<file path="config.mk">
export PLATFORM = sky130hd
export DESIGN_NAME = keyword_operator_lexer
export DESIGN_NICKNAME = d
export VERILOG_FILES = /design/src/hdl/klex_pkg.sv /design/src/hdl/klex_core.sv /design/src/hdl/klex_fifo.sv /design/src/hdl/keyword_operator_lexer.sv
export SDC_FILE = /design/constraint.sdc
export NUM_CORES = 1
export LEC_CHECK = 0
export BUFFER_PORTS_ARGS = -buffer_cell sky130_fd_sc_hd__buf_2
export CAP_MARGIN = 10
export CORE_MARGIN = 3
export CORE_UTILIZATION = 45
export DETAILED_ROUTE_END_ITERATION = 6
export REMOVE_ABC_BUFFERS = 1
export SYNTH_ARGS = -nofsm -noshare
export SYNTH_HDL_FRONTEND = slang
export SYNTH_SLANG_ARGS = --single-unit
</file>
<file path="constraint.sdc">
create_clock -name clk_i -period 9.1 [get_ports clk_i]
set_clock_uncertainty 0.2 [all_clocks]
set_input_delay 1.365 -clock clk_i [delete_from_list [all_inputs] [get_ports clk_i]]
set_output_delay 1.365 -clock clk_i [all_outputs]
set_load 0.05 [all_outputs]
</file>
<file path="src/hdl/klex_pkg.sv">
// ---------------------------------------------------------------------------
// klex_pkg
// Shared types, codes, character constants and keyword tables of the lexer.
// ---------------------------------------------------------------------------
`default_nettype none

package klex_pkg;

  localparam int TEXT_MAX_DEF   = 262144;
  localparam int MAX_LEXEME_DEF = 256;
  localparam int BUF_DEPTH_DEF  = 4;

  localparam int CHAR_W   = 8;
  localparam int CODE_W   = 6;
  localparam int START_W  = 18;
  localparam int LENGTH_W = 8;
  localparam int NKW      = 4;

  typedef enum logic [CODE_W-1:0] {
    TOK_EQUAL  = 6'd1,
    TOK_COMMA  = 6'd2,
    TOK_LPAREN = 6'd3,
    TOK_RPAREN = 6'd4,
    TOK_SEMI   = 6'd7,
    TOK_LBRACE = 6'd8,
    TOK_RBRACE = 6'd9,
    TOK_WHILE  = 6'd12,
    TOK_RETURN = 6'd13,
    TOK_TYPE   = 6'd17,
    TOK_BINOP  = 6'd22,
    TOK_NUMBER = 6'd51,
    TOK_IDENT  = 6'd55
  } tok_code_e;

  typedef enum logic [1:0] {
    WM_NONE   = 2'd0,
    WM_IDENT  = 2'd1,
    WM_NUMBER = 2'd2
  } word_mode_e;

  typedef enum logic [1:0] {
    PEND_NONE = 2'd0,
    PEND_EQ   = 2'd1,
    PEND_BANG = 2'd2
  } pend_e;

  localparam logic [1:0] KW_WHILE  = 2'd0;
  localparam logic [1:0] KW_RETURN = 2'd1;
  localparam logic [1:0] KW_INT    = 2'd2;
  localparam logic [1:0] KW_VOID   = 2'd3;

  localparam logic [CHAR_W-1:0] CH_NUL    = 8'h00;
  localparam logic [CHAR_W-1:0] CH_BANG   = 8'h21;
  localparam logic [CHAR_W-1:0] CH_PCT    = 8'h25;
  localparam logic [CHAR_W-1:0] CH_LPAREN = 8'h28;
  localparam logic [CHAR_W-1:0] CH_RPAREN = 8'h29;
  localparam logic [CHAR_W-1:0] CH_STAR   = 8'h2A;
  localparam logic [CHAR_W-1:0] CH_PLUS   = 8'h2B;
  localparam logic [CHAR_W-1:0] CH_COMMA  = 8'h2C;
  localparam logic [CHAR_W-1:0] CH_SEMI   = 8'h3B;
  localparam logic [CHAR_W-1:0] CH_EQ     = 8'h3D;
  localparam logic [CHAR_W-1:0] CH_LBRACE = 8'h7B;
  localparam logic [CHAR_W-1:0] CH_RBRACE = 8'h7D;

  // Keyword spelling, padded with zero bytes.
  localparam logic [CHAR_W-1:0] KW_TEXT [NKW][8] = '{
    '{"w", "h", "i", "l", "e", 8'h00, 8'h00, 8'h00},
    '{"r", "e", "t", "u", "r", "n", 8'h00, 8'h00},
    '{"i", "n", "t", 8'h00, 8'h00, 8'h00, 8'h00, 8'h00},
    '{"v", "o", "i", "d", 8'h00, 8'h00, 8'h00, 8'h00}
  };

  // Field order from the lowest bit up: code, start, length, overlong, last.
  typedef struct packed {
    logic                  last;
    logic                  overlong;
    logic [LENGTH_W-1:0]   length;
    logic [START_W-1:0]    start;
    tok_code_e             code;
  } token_t;

  typedef struct packed {
    logic   v1;
    token_t tok1;
    logic   v0;
    token_t tok0;
  } tok_pair_t;

  typedef struct packed {
    logic      valid;
    tok_code_e code;
  } punct_t;

  function automatic logic is_alpha(input logic [CHAR_W-1:0] c);
    return (c >= 8'h41 && c <= 8'h5A) || (c >= 8'h61 && c <= 8'h7A);
  endfunction

  function automatic logic is_digit(input logic [CHAR_W-1:0] c);
    return c >= 8'h30 && c <= 8'h39;
  endfunction

  function automatic logic [CHAR_W-1:0] kw_char(input logic [1:0] k, input logic [2:0] i);
    return KW_TEXT[k][i];
  endfunction

  function automatic logic [2:0] kw_len(input logic [1:0] k);
    logic [2:0] len;
    unique case (k)
      KW_WHILE:  len = 3'd5;
      KW_RETURN: len = 3'd6;
      KW_INT:    len = 3'd3;
      default:   len = 3'd4;
    endcase
    return len;
  endfunction

  function automatic tok_code_e kw_code(input logic [1:0] k);
    tok_code_e code;
    unique case (k)
      KW_WHILE:  code = TOK_WHILE;
      KW_RETURN: code = TOK_RETURN;
      default:   code = TOK_TYPE;
    endcase
    return code;
  endfunction

  function automatic punct_t punct_decode(input logic [CHAR_W-1:0] c);
    punct_t p;
    p.valid = 1'b1;
    unique case (c) inside
      CH_LPAREN:               p.code = TOK_LPAREN;
      CH_RPAREN:               p.code = TOK_RPAREN;
      CH_LBRACE:               p.code = TOK_LBRACE;
      CH_RBRACE:               p.code = TOK_RBRACE;
      CH_COMMA:                p.code = TOK_COMMA;
      CH_SEMI:                 p.code = TOK_SEMI;
      CH_PLUS, CH_STAR, CH_PCT: p.code = TOK_BINOP;
      default: begin
        p.valid = 1'b0;
        p.code  = TOK_BINOP;
      end
    endcase
    return p;
  endfunction

endpackage

`default_nettype wire

</file>
<file path="src/hdl/klex_core.sv">
// ---------------------------------------------------------------------------
// klex_core
// Lexer state and single-pass token decode for one registered text byte.
// ---------------------------------------------------------------------------
`default_nettype none

module klex_core #(
  parameter int TEXT_MAX   = klex_pkg::TEXT_MAX_DEF,
  parameter int MAX_LEXEME = klex_pkg::MAX_LEXEME_DEF
) (
  input  logic                        clk_i,
  input  logic                        rst_ni,
  input  logic                        fire_i,
  input  logic [klex_pkg::CHAR_W-1:0] char_i,
  output klex_pkg::tok_pair_t         pair_o
);
  import klex_pkg::*;

  localparam int POS_W = $clog2(TEXT_MAX);
  localparam int LEN_W = $clog2(MAX_LEXEME + 1);
  localparam int LIM   = (MAX_LEXEME - 1 > 255) ? 255 : MAX_LEXEME - 1;
  localparam int EXT_W = (POS_W > START_W) ? POS_W : START_W;

  word_mode_e       mode_q, mode_d;
  pend_e            pend_q, pend_d;
  logic [NKW-1:0]   cand_q, cand_d;
  logic [POS_W-1:0] wstart_q, wstart_d;
  logic [LEN_W-1:0] wlen_q, wlen_d;
  logic [POS_W-1:0] pos_q, pos_d;

  logic [POS_W-1:0] pos_next, pos_prev;
  logic [EXT_W-1:0] pos_ext, prev_ext, wstart_ext;
  logic             is_end, alpha, digit, word_open;
  logic             form_two, extend, close_word, eq_emit, punct_emit, first_valid;
  punct_t           punct;
  logic             word_over;
  tok_code_e        word_code;
  logic [NKW-1:0]   cand_ext, cand_open;
  token_t           word_tok, eq_tok, binop_tok, punct_tok, first_tok;

  assign pos_next = (pos_q == POS_W'(TEXT_MAX - 1)) ? '0 : pos_q + 1'b1;
  assign pos_prev = (pos_q == '0) ? POS_W'(TEXT_MAX - 1) : pos_q - 1'b1;
  assign pos_ext    = EXT_W'(pos_q);
  assign prev_ext   = EXT_W'(pos_prev);
  assign wstart_ext = EXT_W'(wstart_q);

  assign is_end    = (char_i == CH_NUL);
  assign alpha     = is_alpha(char_i);
  assign digit     = is_digit(char_i);
  assign punct     = punct_decode(char_i);
  assign word_open = (mode_q == WM_IDENT) || (mode_q == WM_NUMBER);

  assign form_two   = !is_end && (pend_q != PEND_NONE) && (char_i == CH_EQ);
  assign extend     = !is_end && !form_two &&
                      (((mode_q == WM_IDENT) && (alpha || digit)) ||
                       ((mode_q == WM_NUMBER) && digit));
  assign close_word = word_open && (is_end || (!form_two && !extend));
  assign eq_emit    = (pend_q == PEND_EQ) && !form_two && !close_word;
  assign punct_emit = !is_end && !form_two && !extend && punct.valid;
  assign first_valid = close_word || eq_emit;

  // Keyword match against whole-word length and surviving prefix candidates.
  always_comb begin
    word_code = (mode_q == WM_NUMBER) ? TOK_NUMBER : TOK_IDENT;
    for (int k = 0; k < NKW; k++) begin
      if (mode_q == WM_IDENT && cand_q[k] && wlen_q == LEN_W'(kw_len(2'(k))))
        word_code = kw_code(2'(k));
    end
  end

  always_comb begin
    for (int k = 0; k < NKW; k++) begin
      cand_ext[k]  = cand_q[k] && (wlen_q < LEN_W'(kw_len(2'(k)))) &&
                     (kw_char(2'(k), wlen_q[2:0]) == char_i);
      cand_open[k] = (kw_char(2'(k), 3'd0) == char_i);
    end
  end

  assign word_over = (wlen_q > LEN_W'(LIM));

  always_comb begin
    word_tok.code     = word_code;
    word_tok.start    = wstart_ext[START_W-1:0];
    word_tok.length   = word_over ? LENGTH_W'(LIM) : LENGTH_W'(wlen_q);
    word_tok.overlong = word_over;
    word_tok.last     = 1'b0;

    eq_tok.code     = TOK_EQUAL;
    eq_tok.start    = prev_ext[START_W-1:0];
    eq_tok.length   = LENGTH_W'(1);
    eq_tok.overlong = 1'b0;
    eq_tok.last     = 1'b0;

    binop_tok        = eq_tok;
    binop_tok.code   = TOK_BINOP;
    binop_tok.length = LENGTH_W'(2);
    binop_tok.last   = 1'b1;

    punct_tok.code     = punct.code;
    punct_tok.start    = pos_ext[START_W-1:0];
    punct_tok.length   = LENGTH_W'(1);
    punct_tok.overlong = 1'b0;
    punct_tok.last     = 1'b1;

    first_tok = close_word ? word_tok : eq_tok;
  end

  // Token output: compact the two possible tokens into slot order.
  always_comb begin
    pair_o = '0;
    if (form_two) begin
      pair_o.v0   = fire_i;
      pair_o.tok0 = binop_tok;
    end else begin
      pair_o.v0        = fire_i && (first_valid || punct_emit);
      pair_o.tok0      = first_valid ? first_tok : punct_tok;
      pair_o.tok0.last = !(first_valid && punct_emit);
      pair_o.v1        = fire_i && first_valid && punct_emit;
      pair_o.tok1      = punct_tok;
    end
  end

  // Next state.
  always_comb begin
    mode_d   = mode_q;
    pend_d   = pend_q;
    cand_d   = cand_q;
    wstart_d = wstart_q;
    wlen_d   = wlen_q;
    pos_d    = pos_q;
    if (is_end) begin
      mode_d   = WM_NONE;
      pend_d   = PEND_NONE;
      cand_d   = '0;
      wstart_d = '0;
      wlen_d   = '0;
      pos_d    = '0;
    end else begin
      pend_d = PEND_NONE;
      pos_d  = pos_next;
      if (extend) begin
        cand_d = cand_ext;
        if (wlen_q < LEN_W'(MAX_LEXEME))
          wlen_d = wlen_q + 1'b1;
      end else if (!form_two) begin
        if (close_word) begin
          mode_d = WM_NONE;
          cand_d = '0;
          wlen_d = '0;
        end
        if (char_i == CH_EQ)
          pend_d = PEND_EQ;
        else if (char_i == CH_BANG)
          pend_d = PEND_BANG;
        if (alpha || digit) begin
          mode_d   = alpha ? WM_IDENT : WM_NUMBER;
          wstart_d = pos_q;
          wlen_d   = LEN_W'(1);
          cand_d   = alpha ? cand_open : '0;
        end
      end
    end
  end

  always_ff @(posedge clk_i or negedge rst_ni) begin
    if (!rst_ni) begin
      mode_q   <= WM_NONE;
      pend_q   <= PEND_NONE;
      cand_q   <= '0;
      wstart_q <= '0;
      wlen_q   <= '0;
      pos_q    <= '0;
    end else if (fire_i) begin
      mode_q   <= mode_d;
      pend_q   <= pend_d;
      cand_q   <= cand_d;
      wstart_q <= wstart_d;
      wlen_q   <= wlen_d;
      pos_q    <= pos_d;
    end
  end

endmodule

`default_nettype wire

</file>
<file path="src/hdl/klex_fifo.sv">
// ---------------------------------------------------------------------------
// klex_fifo
// Token buffer: takes up to two tokens a cycle, releases one a cycle while out_ready_i is high.
// ---------------------------------------------------------------------------
`default_nettype none

module klex_fifo #(
  parameter int DEPTH = klex_pkg::BUF_DEPTH_DEF
) (
  input  logic                clk_i,
  input  logic                rst_ni,
  input  klex_pkg::tok_pair_t push_i,
  output logic                room_o,
  output logic                out_valid_o,
  output klex_pkg::token_t    out_tok_o,
  input  logic                out_ready_i
);
  import klex_pkg::*;

  localparam int PTR_W = $clog2(DEPTH);
  localparam int CNT_W = $clog2(DEPTH + 1);

  token_t           mem_q [DEPTH];
  logic [PTR_W-1:0] wr_ptr_q, wr_ptr_d, rd_ptr_q, rd_ptr_d, wr_ptr_nx;
  logic [CNT_W-1:0] cnt_q, cnt_d;
  logic             pop;

  function automatic logic [PTR_W-1:0] ptr_inc(input logic [PTR_W-1:0] p);
    return (p == PTR_W'(DEPTH - 1)) ? '0 : p + 1'b1;
  endfunction

  assign room_o      = (cnt_q <= CNT_W'(DEPTH - 2));
  assign out_valid_o = (cnt_q != '0);
  assign out_tok_o   = mem_q[rd_ptr_q];
  assign pop         = out_valid_o && out_ready_i;
  assign wr_ptr_nx   = ptr_inc(wr_ptr_q);

  always_comb begin
    wr_ptr_d = wr_ptr_q;
    if (push_i.v1)
      wr_ptr_d = ptr_inc(wr_ptr_nx);
    else if (push_i.v0)
      wr_ptr_d = wr_ptr_nx;
    rd_ptr_d = pop ? ptr_inc(rd_ptr_q) : rd_ptr_q;
    cnt_d    = cnt_q + CNT_W'(push_i.v0) + CNT_W'(push_i.v1) - CNT_W'(pop);
  end

  always_ff @(posedge clk_i or negedge rst_ni) begin
    if (!rst_ni) begin
      wr_ptr_q <= '0;
      rd_ptr_q <= '0;
      cnt_q    <= '0;
    end else begin
      wr_ptr_q <= wr_ptr_d;
      rd_ptr_q <= rd_ptr_d;
      cnt_q    <= cnt_d;
    end
  end

  always_ff @(posedge clk_i) begin
    if (push_i.v0)
      mem_q[wr_ptr_q] <= push_i.tok0;
    if (push_i.v1)
      mem_q[wr_ptr_nx] <= push_i.tok1;
  end

endmodule

`default_nettype wire

</file>
<file path="src/hdl/keyword_operator_lexer.sv">
// ---------------------------------------------------------------------------
// keyword_operator_lexer
// Byte-stream lexer: identifiers, numbers, keywords and operator tokens.
// ---------------------------------------------------------------------------
// The block takes one text byte per beat and returns tokens as code, start
// offset and length. Identifiers are [a-zA-Z][a-zA-Z0-9]*, numbers [0-9]+;
// while/return/int/void become keyword tokens only as whole words. The
// characters ( ) { } , ; + * % are one-byte tokens, '==' and '!=' are
// two-byte binops, a lone '=' is EQUAL and a lone '!' is dropped. A zero byte
// ends the text: it flushes an open word or pending '=' and restarts the
// offset at zero. Lengths saturate at min(MAX_LEXEME-1, 255) and then raise
// the overlong flag in tuser. One byte yields zero, one or two tokens; tlast
// marks the final token caused by a byte. An accepted byte is held in the
// input register, decoded in a single pass while the buffer has room, and
// its tokens land in a BUF_DEPTH-entry token buffer that drives the master
// side. A byte can be taken every cycle; the input stalls only while the
// buffer holds more than BUF_DEPTH-2 tokens, so the output side, at one
// token per cycle, sets the sustained rate.
`default_nettype none

module keyword_operator_lexer #(
  parameter int TEXT_MAX   = klex_pkg::TEXT_MAX_DEF,
  parameter int MAX_LEXEME = klex_pkg::MAX_LEXEME_DEF,
  parameter int BUF_DEPTH  = klex_pkg::BUF_DEPTH_DEF
) (
  input  logic        clk_i,
  input  logic        rst_ni,
  // Text byte stream
  input  logic        s_axis_tvalid,
  output logic        s_axis_tready,
  input  logic [7:0]  s_axis_tdata,   // [7:0] char_code
  // Token stream
  output logic        m_axis_tvalid,
  input  logic        m_axis_tready,
  output logic [31:0] m_axis_tdata,   // [5:0] token_code, [23:6] lexeme_start,
                                      // [31:24] lexeme_length
  output logic        m_axis_tuser,   // [0] overlong
  output logic        m_axis_tlast    // last_of_run
);
  import klex_pkg::*;

  logic [CHAR_W-1:0] byte_q, byte_d;
  logic              busy_q, busy_d;
  logic              room, advance, load;
  tok_pair_t         pair;
  token_t            out_tok;

  // Drain the input register whenever the buffer can take two tokens.
  assign advance       = busy_q && room;
  assign s_axis_tready = !busy_q || room;
  assign load          = s_axis_tvalid && s_axis_tready;

  always_comb begin
    byte_d = load ? s_axis_tdata : byte_q;
    busy_d = load ? 1'b1 : (advance ? 1'b0 : busy_q);
  end

  always_ff @(posedge clk_i or negedge rst_ni) begin
    if (!rst_ni)
      busy_q <= 1'b0;
    else
      busy_q <= busy_d;
  end

  always_ff @(posedge clk_i) begin
    byte_q <= byte_d;
  end

  klex_core #(
    .TEXT_MAX   (TEXT_MAX),
    .MAX_LEXEME (MAX_LEXEME)
  ) u_core (
    .clk_i  (clk_i),
    .rst_ni (rst_ni),
    .fire_i (advance),
    .char_i (byte_q),
    .pair_o (pair)
  );

  klex_fifo #(
    .DEPTH (BUF_DEPTH)
  ) u_fifo (
    .clk_i       (clk_i),
    .rst_ni      (rst_ni),
    .push_i      (pair),
    .room_o      (room),
    .out_valid_o (m_axis_tvalid),
    .out_tok_o   (out_tok),
    .out_ready_i (m_axis_tready)
  );

  // Pack the head token onto the master side.
  assign m_axis_tdata = {out_tok.length, out_tok.start, out_tok.code};
  assign m_axis_tuser = out_tok.overlong;
  assign m_axis_tlast = out_tok.last;

endmodule

`default_nettype wire

</file>
# Word level (Yosys, flattened, before mapping)
# Memories as Yosys holds them, arrays and structs flattened.
# Index checks and enable logic that the tools add are counted.
# totals
regBits	69
latch_bits	0
ram_bits	136
rom_bits	256
inputBits	12
output_inout_bits	36
elab_cells	201
n_memories	5
# op_classes
n_addsub	9
multipliers	0
div	0
order_cmp	14
n_eq_ne	34
n_shift	0
n_mux	61
bitwise_logic	1
reduce_logical	66
# memory_table
name	words	word_bits	rd	rd_ports_with_merged_regs	wr	line	text
u_fifo.mem_q	4	34	1	0	2	klex_fifo.sv:23	token_t mem_q [DEPTH];
(name not given)	8	8	1	0	0	klex_pkg.sv:103	return KW_TEXT[k][i];
(name not given)	8	8	1	0	0	klex_pkg.sv:103	
(name not given)	8	8	1	0	0	klex_pkg.sv:103	
(name not given)	8	8	1	0	0	klex_pkg.sv:103	
# op_table
cell	count
2-to-1 mux 18 bit	7
equality test 8 x 6 -> 1 bit (second input constant)	9
2-to-1 mux 8 bit	9
2-to-1 mux 35 bit	2
2-to-1 mux 33 bit	2
2-to-1 mux 9 bit	6
logical AND 1 bit	38
equality test 7 x 8 -> 1 bit (first input constant)	4
equality test 8 bit	4
2-to-1 mux 2 bit	16
one-hot mux 5 bit (6 select lines)	1
equality test 9 x 3 -> 1 bit (second input constant)	3
< comparator 9 x 3 -> 1 bit (second input constant)	3
2-to-1 mux 4 bit	6
2-to-1 mux 6 bit	4
adder 18 x 1 -> 18 bit (second input constant)	1
equality test 18 bit (second input constant)	1
logical NOT 18 bit	1
subtractor 18 x 1 -> 18 bit (second input constant)	1
equality test 8 x 7 -> 1 bit (second input constant)	2
greater-or-equal comparator 8 x 7 -> 1 bit (second input constant)	2
<= comparator 8 x 7 -> 1 bit (second input constant)	2
AND reduction 4 bit	3
adder 9 x 1 -> 9 bit (second input constant)	1
26 further kinds	57

# Logic depth before layout (Yosys ltp)
# depth
ltp_word	20
mapped_depth	13
mapped_depth_nobuf	11

# By module
# Synthesis repeated with hierarchy kept, for this count alone.
# hier_totals
hier_cells	986
area_unflattened_um2	12589.6
# by_module_without_submodules
mod	instances	cells_per_inst	area_per_inst_um2	seq_area_each_um2
klex_fifo	1	381	7617.3	4259.1
klex_core	1	592	4672.0	1326.3
keyword_operator_lexer	1	13	300.3	265.3

# Worst setup path after synthesis
# Ideal clock, no wire load.
# synth_timing
path_kind	register to output
start	reg u_fifo.rd_ptr_q[0]
end	out m_axis_tdata[15]
arrival_ns	2.032
t_required_ns	7.535
setup_slack_ns	5.503
stages_incl_launch_ff	4
path_buffers	2
path_cell_list	dfrtp_1 -> clkbuf_1 -> buf_1 -> mux4_2
# synth_between
elab_chain_len	1
# synth_rtl
element	line	text
start: declaration	klex_fifo.sv:24	logic [PTR_W-1:0] wr_ptr_q, wr_ptr_d, rd_ptr_q, rd_ptr_d, wr_ptr_nx;
start signal: assignment	klex_fifo.sv:55	rd_ptr_q <= rd_ptr_d;
memory read (4 x 34 bit)	n/a	
end: declaration	keyword_operator_lexer.sv:35	output logic [31:0] m_axis_tdata,
# No other way between the ends.

==> qor.yml <==
cts:
  clockRootBuffer: "clkbuf_16"
  numCtsBuffers: 24
  cts_tree: "yes"
  clock_path_buffers: 3
  cts_resized: 0
  clkSinkCount: 205
  cts_hold_buf: 0
  htreeDepth: 1
  clk-insertion-delay-late_ns: 0.52
  cts_setup_buffers: 0
  path_clk_slew_ns: 0.06
synth:
  ys_ff_latch: 205
  synth_top_area_cell: "edfxtp_1"
  dominantRegCellSynth: "edfxtp_1"
  synth_cell_types: 78
  synth.area.top_cells: "edfxtp_1, dfrtp_1, mux4_2"
  netlist_area_sq_um: 11450
  synthArstFlopShare_pct: 29.76
  seq_area_frac_synth_pct: 47.97
  synthMuxAreaShare_pct: 7.073
  synth_top_family_by_area: "compound AO/OA/AOI/OAI gates"
  synth_cells: 1142
  yosys_warnings: 0
  synth_fa_ha_area_share_pct: 2.536
  synth_compound_area_share_pct: 19.85
  synth-simple-area-share_pct: 16.00
  yosysTopAreaCellShare_pct: 28.33
  synth_edf_count: 108
  syn_area_per_cell_sq_um: 10.02
  synth_xor_area_share_pct: 1.530
worst_setup_path:
  r2r-start: "byte_q[3]"
  path_class: "reg -> reg"
  arrival_ns: 5.04
  critPathRequiredTime_ns: 9.10
  crit_fanout: 23
  reg2reg_slack_ns: 4.07
  critPathLaunchType: "register"
  rr_worst_depth: 7
  cp-end-kind: "register"
  r2r-end: "u_fifo.mem_q[3][0]"
route:
  remaining_drc_errors: 0
  vias: 9060
  drt_wl_total_um: 30460
  vias_per_cell: 6.151
  postRouteAntennaNets: 0
  wire_per_inst_um: 20.68
  drtIter0Drc: 870
  dr.pass1.iters: 5
global_routing:
  antenna_found_initial: 0
  grt-ovfl-total: 0
  grt_first_pass_wirelength_um: 49510
  grt_max_degree: 62
  grt.total_usage_pct: 22.82
  grt_pass1_vias: 8690
floorplan:
  start_util_pct: 46.38
  ios: 48
  coreArea_sq_um: 24680
  die_w_um: 165.5
  die_area_sq_um: 27390
  num_rows: 57
  die_h_um: 165.5
timing:
  finalMaxSlewViolations: 0
  slew-limit-headroom_pct: 18.82
  hold_viol: 0
  post-route-period-util_pct: 55.31
  rsz0062_at_grt: "no"
  hold_ws_ns: 0.2514
  min_period_ns: 5.033
  setup_violations: 0
  fmaxAchievable_ghz: 0.1987
  tns_ns: 0
  worstMarginPinSlew_ns: 1.207
power_and_ir_drop:
  clkPwrFrac_pct: 25.0
  comb_power_share_pct: 41.3
  vdd_ir_drop_max_mv: 0.1915
  switchingPower_w: 0.001573
  swShare_pct: 42.34
  power.internal_w: 0.002142
  seqPwrFrac_pct: 33.7
  leakagePower_nw: 4.522
  power_density_nw_per_um2: 294.7
finish:
  nNetsFinal: 1165
  drive_gt1_share_pct: 14.62
  syn_to_final_growth_pct: 10.10
  insertedDiodeCount: 0
  final_cells: 1473
  final_cell_area_sq_um: 12600
  n_fill_cell: 2278
placed_design:
  port_buffers: 47
  dp.cells: 1427
  place.gp.congestion: 0.8932
  place_area_sq_um: 11790
  dp_hpwl_um: 20590
min_path:
  worstHoldEndpoint: "u_fifo.mem_q[2][32]"
  hold_start: "u_fifo.mem_q[2][32]"
  hold_class: "reg -> reg"
  whs_path_depth: 2
status:
  outcome: "finished, final reports clean"
flow_run:
  maxCapViolCount: 0
==> sequential cells by signal, indices dropped and copies added, names as in the netlist, 3 cells and up <==
name	flops
byte_q	8
u_core.cand_q	4
u_core.pos_ext	18
u_core.wlen_q	9
u_core.wstart_ext	18
u_fifo.cnt_q	3
u_fifo.mem_q	136
==> layout by cell type, fill, tap and decap left out, types with 36 or more instances in the layout <==
cell type and instances:
edfxtp_1 108, nor2_1 68, o21ai_0 90, dfrtp_1 60, nand2_1 136, dfxtp_1 36, a21oi_1 63, o22ai_1 42
buf_2 47, nand3_1 59, inv_1 41
==> metrics by stage <==
step | util (%) | total power (W) | setup slack (ns)
2_1_floorplan | - | 0.002360 | 4.635
5_1_grt | 51.07 | 0.003929 | 3.682
4_1_cts | 50.85 | 0.003731 | 3.884
3_3_place_gp | 47.77 | 0.002774 | 4.085
3_5_place_dp | 47.77 | 0.002796 | 3.895
6_report | 51.07 | 0.003714 | 4.067
==> power groups by stage <==
stage	Combinational, W	Clock (W)	Sequential (W)
2_1_floorplan	0.00109	0	0.00127
3_3_place_gp	0.00151	0	0.00126
3_5_place_dp	0.00153	0	0.00127
4_1_cts	0.00153	0.000949	0.00125
5_1_grt	0.00167	0.000989	0.00127
6_report	0.00153	0.000930	0.00125
==> layer usage <==
metal | wire, um | track usage (%) | part of all wire, % | vias up
met2 | 13480 | 34.53 | 44 | 355
met1 | 14070 | 34.66 | 46 | 4392
li1 | - | - | - | 4280
met4 | 451 | 4.802 | 1.5 | 0
met5 | 0 | 0 | 0 | -
met3 | 2456 | 3.692 | 8.1 | 33
==> synthesized netlist by cell type, drive strengths merged (10+ instances only) <==
master  number
edfxtp     108
o21ai       91
o31ai       22
and2        11
a21oi       65
nand3       59
inv         41
clkbuf      64
nand2      139
xor2        12
buf         35
nand2b      15
nor3        14
nor4        11
ha          20
a32o        25
a31oi       18
o22ai       42
nor2        69
mux4        34
o21a        10
dfxtp       36
dfrtp       61
==> area by class of cell <==
type                       instances  area, sq um  share of cell area [%]
clock buffer                      30        654.4                   5.193
multi-input combinational        796         5400                   42.85
clock inverter                    14        105.1                  0.8340
sequential                       205         5492                   43.58
tap                              324        405.4                   3.217
inverter                          42        157.7                   1.251
timing repair buffer              62        387.9                   3.078
==> worst max-delay path, cell delays in order, from the launching register on <==
cell and delay (ns):
edfxtp_1 0.77, nand2_1 0.23, nor4_1 0.71, a31oi_1 0.22, a21oi_2 0.63, nand3_1 0.80
nand2_1 0.76, buf_4 0.36
==> how the worst max path moves through the flow <==
| stage | startpoint | to | slack [ns] | cells past startpoint |
|---|---|---|---|---|
| 2_1_floorplan | byte_q[2] | u_fifo.mem_q[0][0] | 4.64 | 4 |
| 3_3_place_gp | byte_q[3] | u_fifo.mem_q[2][16] | 4.08 | 6 |
| 3_5_place_dp | byte_q[3] | u_fifo.mem_q[2][16] | 3.90 | 6 |
| 4_1_cts | byte_q[3] | u_fifo.mem_q[2][19] | 3.88 | 6 |
| 5_1_grt | byte_q[2] | u_fifo.mem_q[3][3] | 3.68 | 7 |
| 6_report | byte_q[3] | u_fifo.mem_q[3][0] | 4.07 | 7 |
==> logic make-up (layout without fill, tap and decap cells) <==
family	Yosys count	in the layout
compound gates	339	339
flops	205	205
buf+inv	141	148
simple gates	377	377
xor+xnor	20	20
mux	38	38
fa+ha+maj	22	22
No activity file was read; power rests on OpenSTA's default activity.
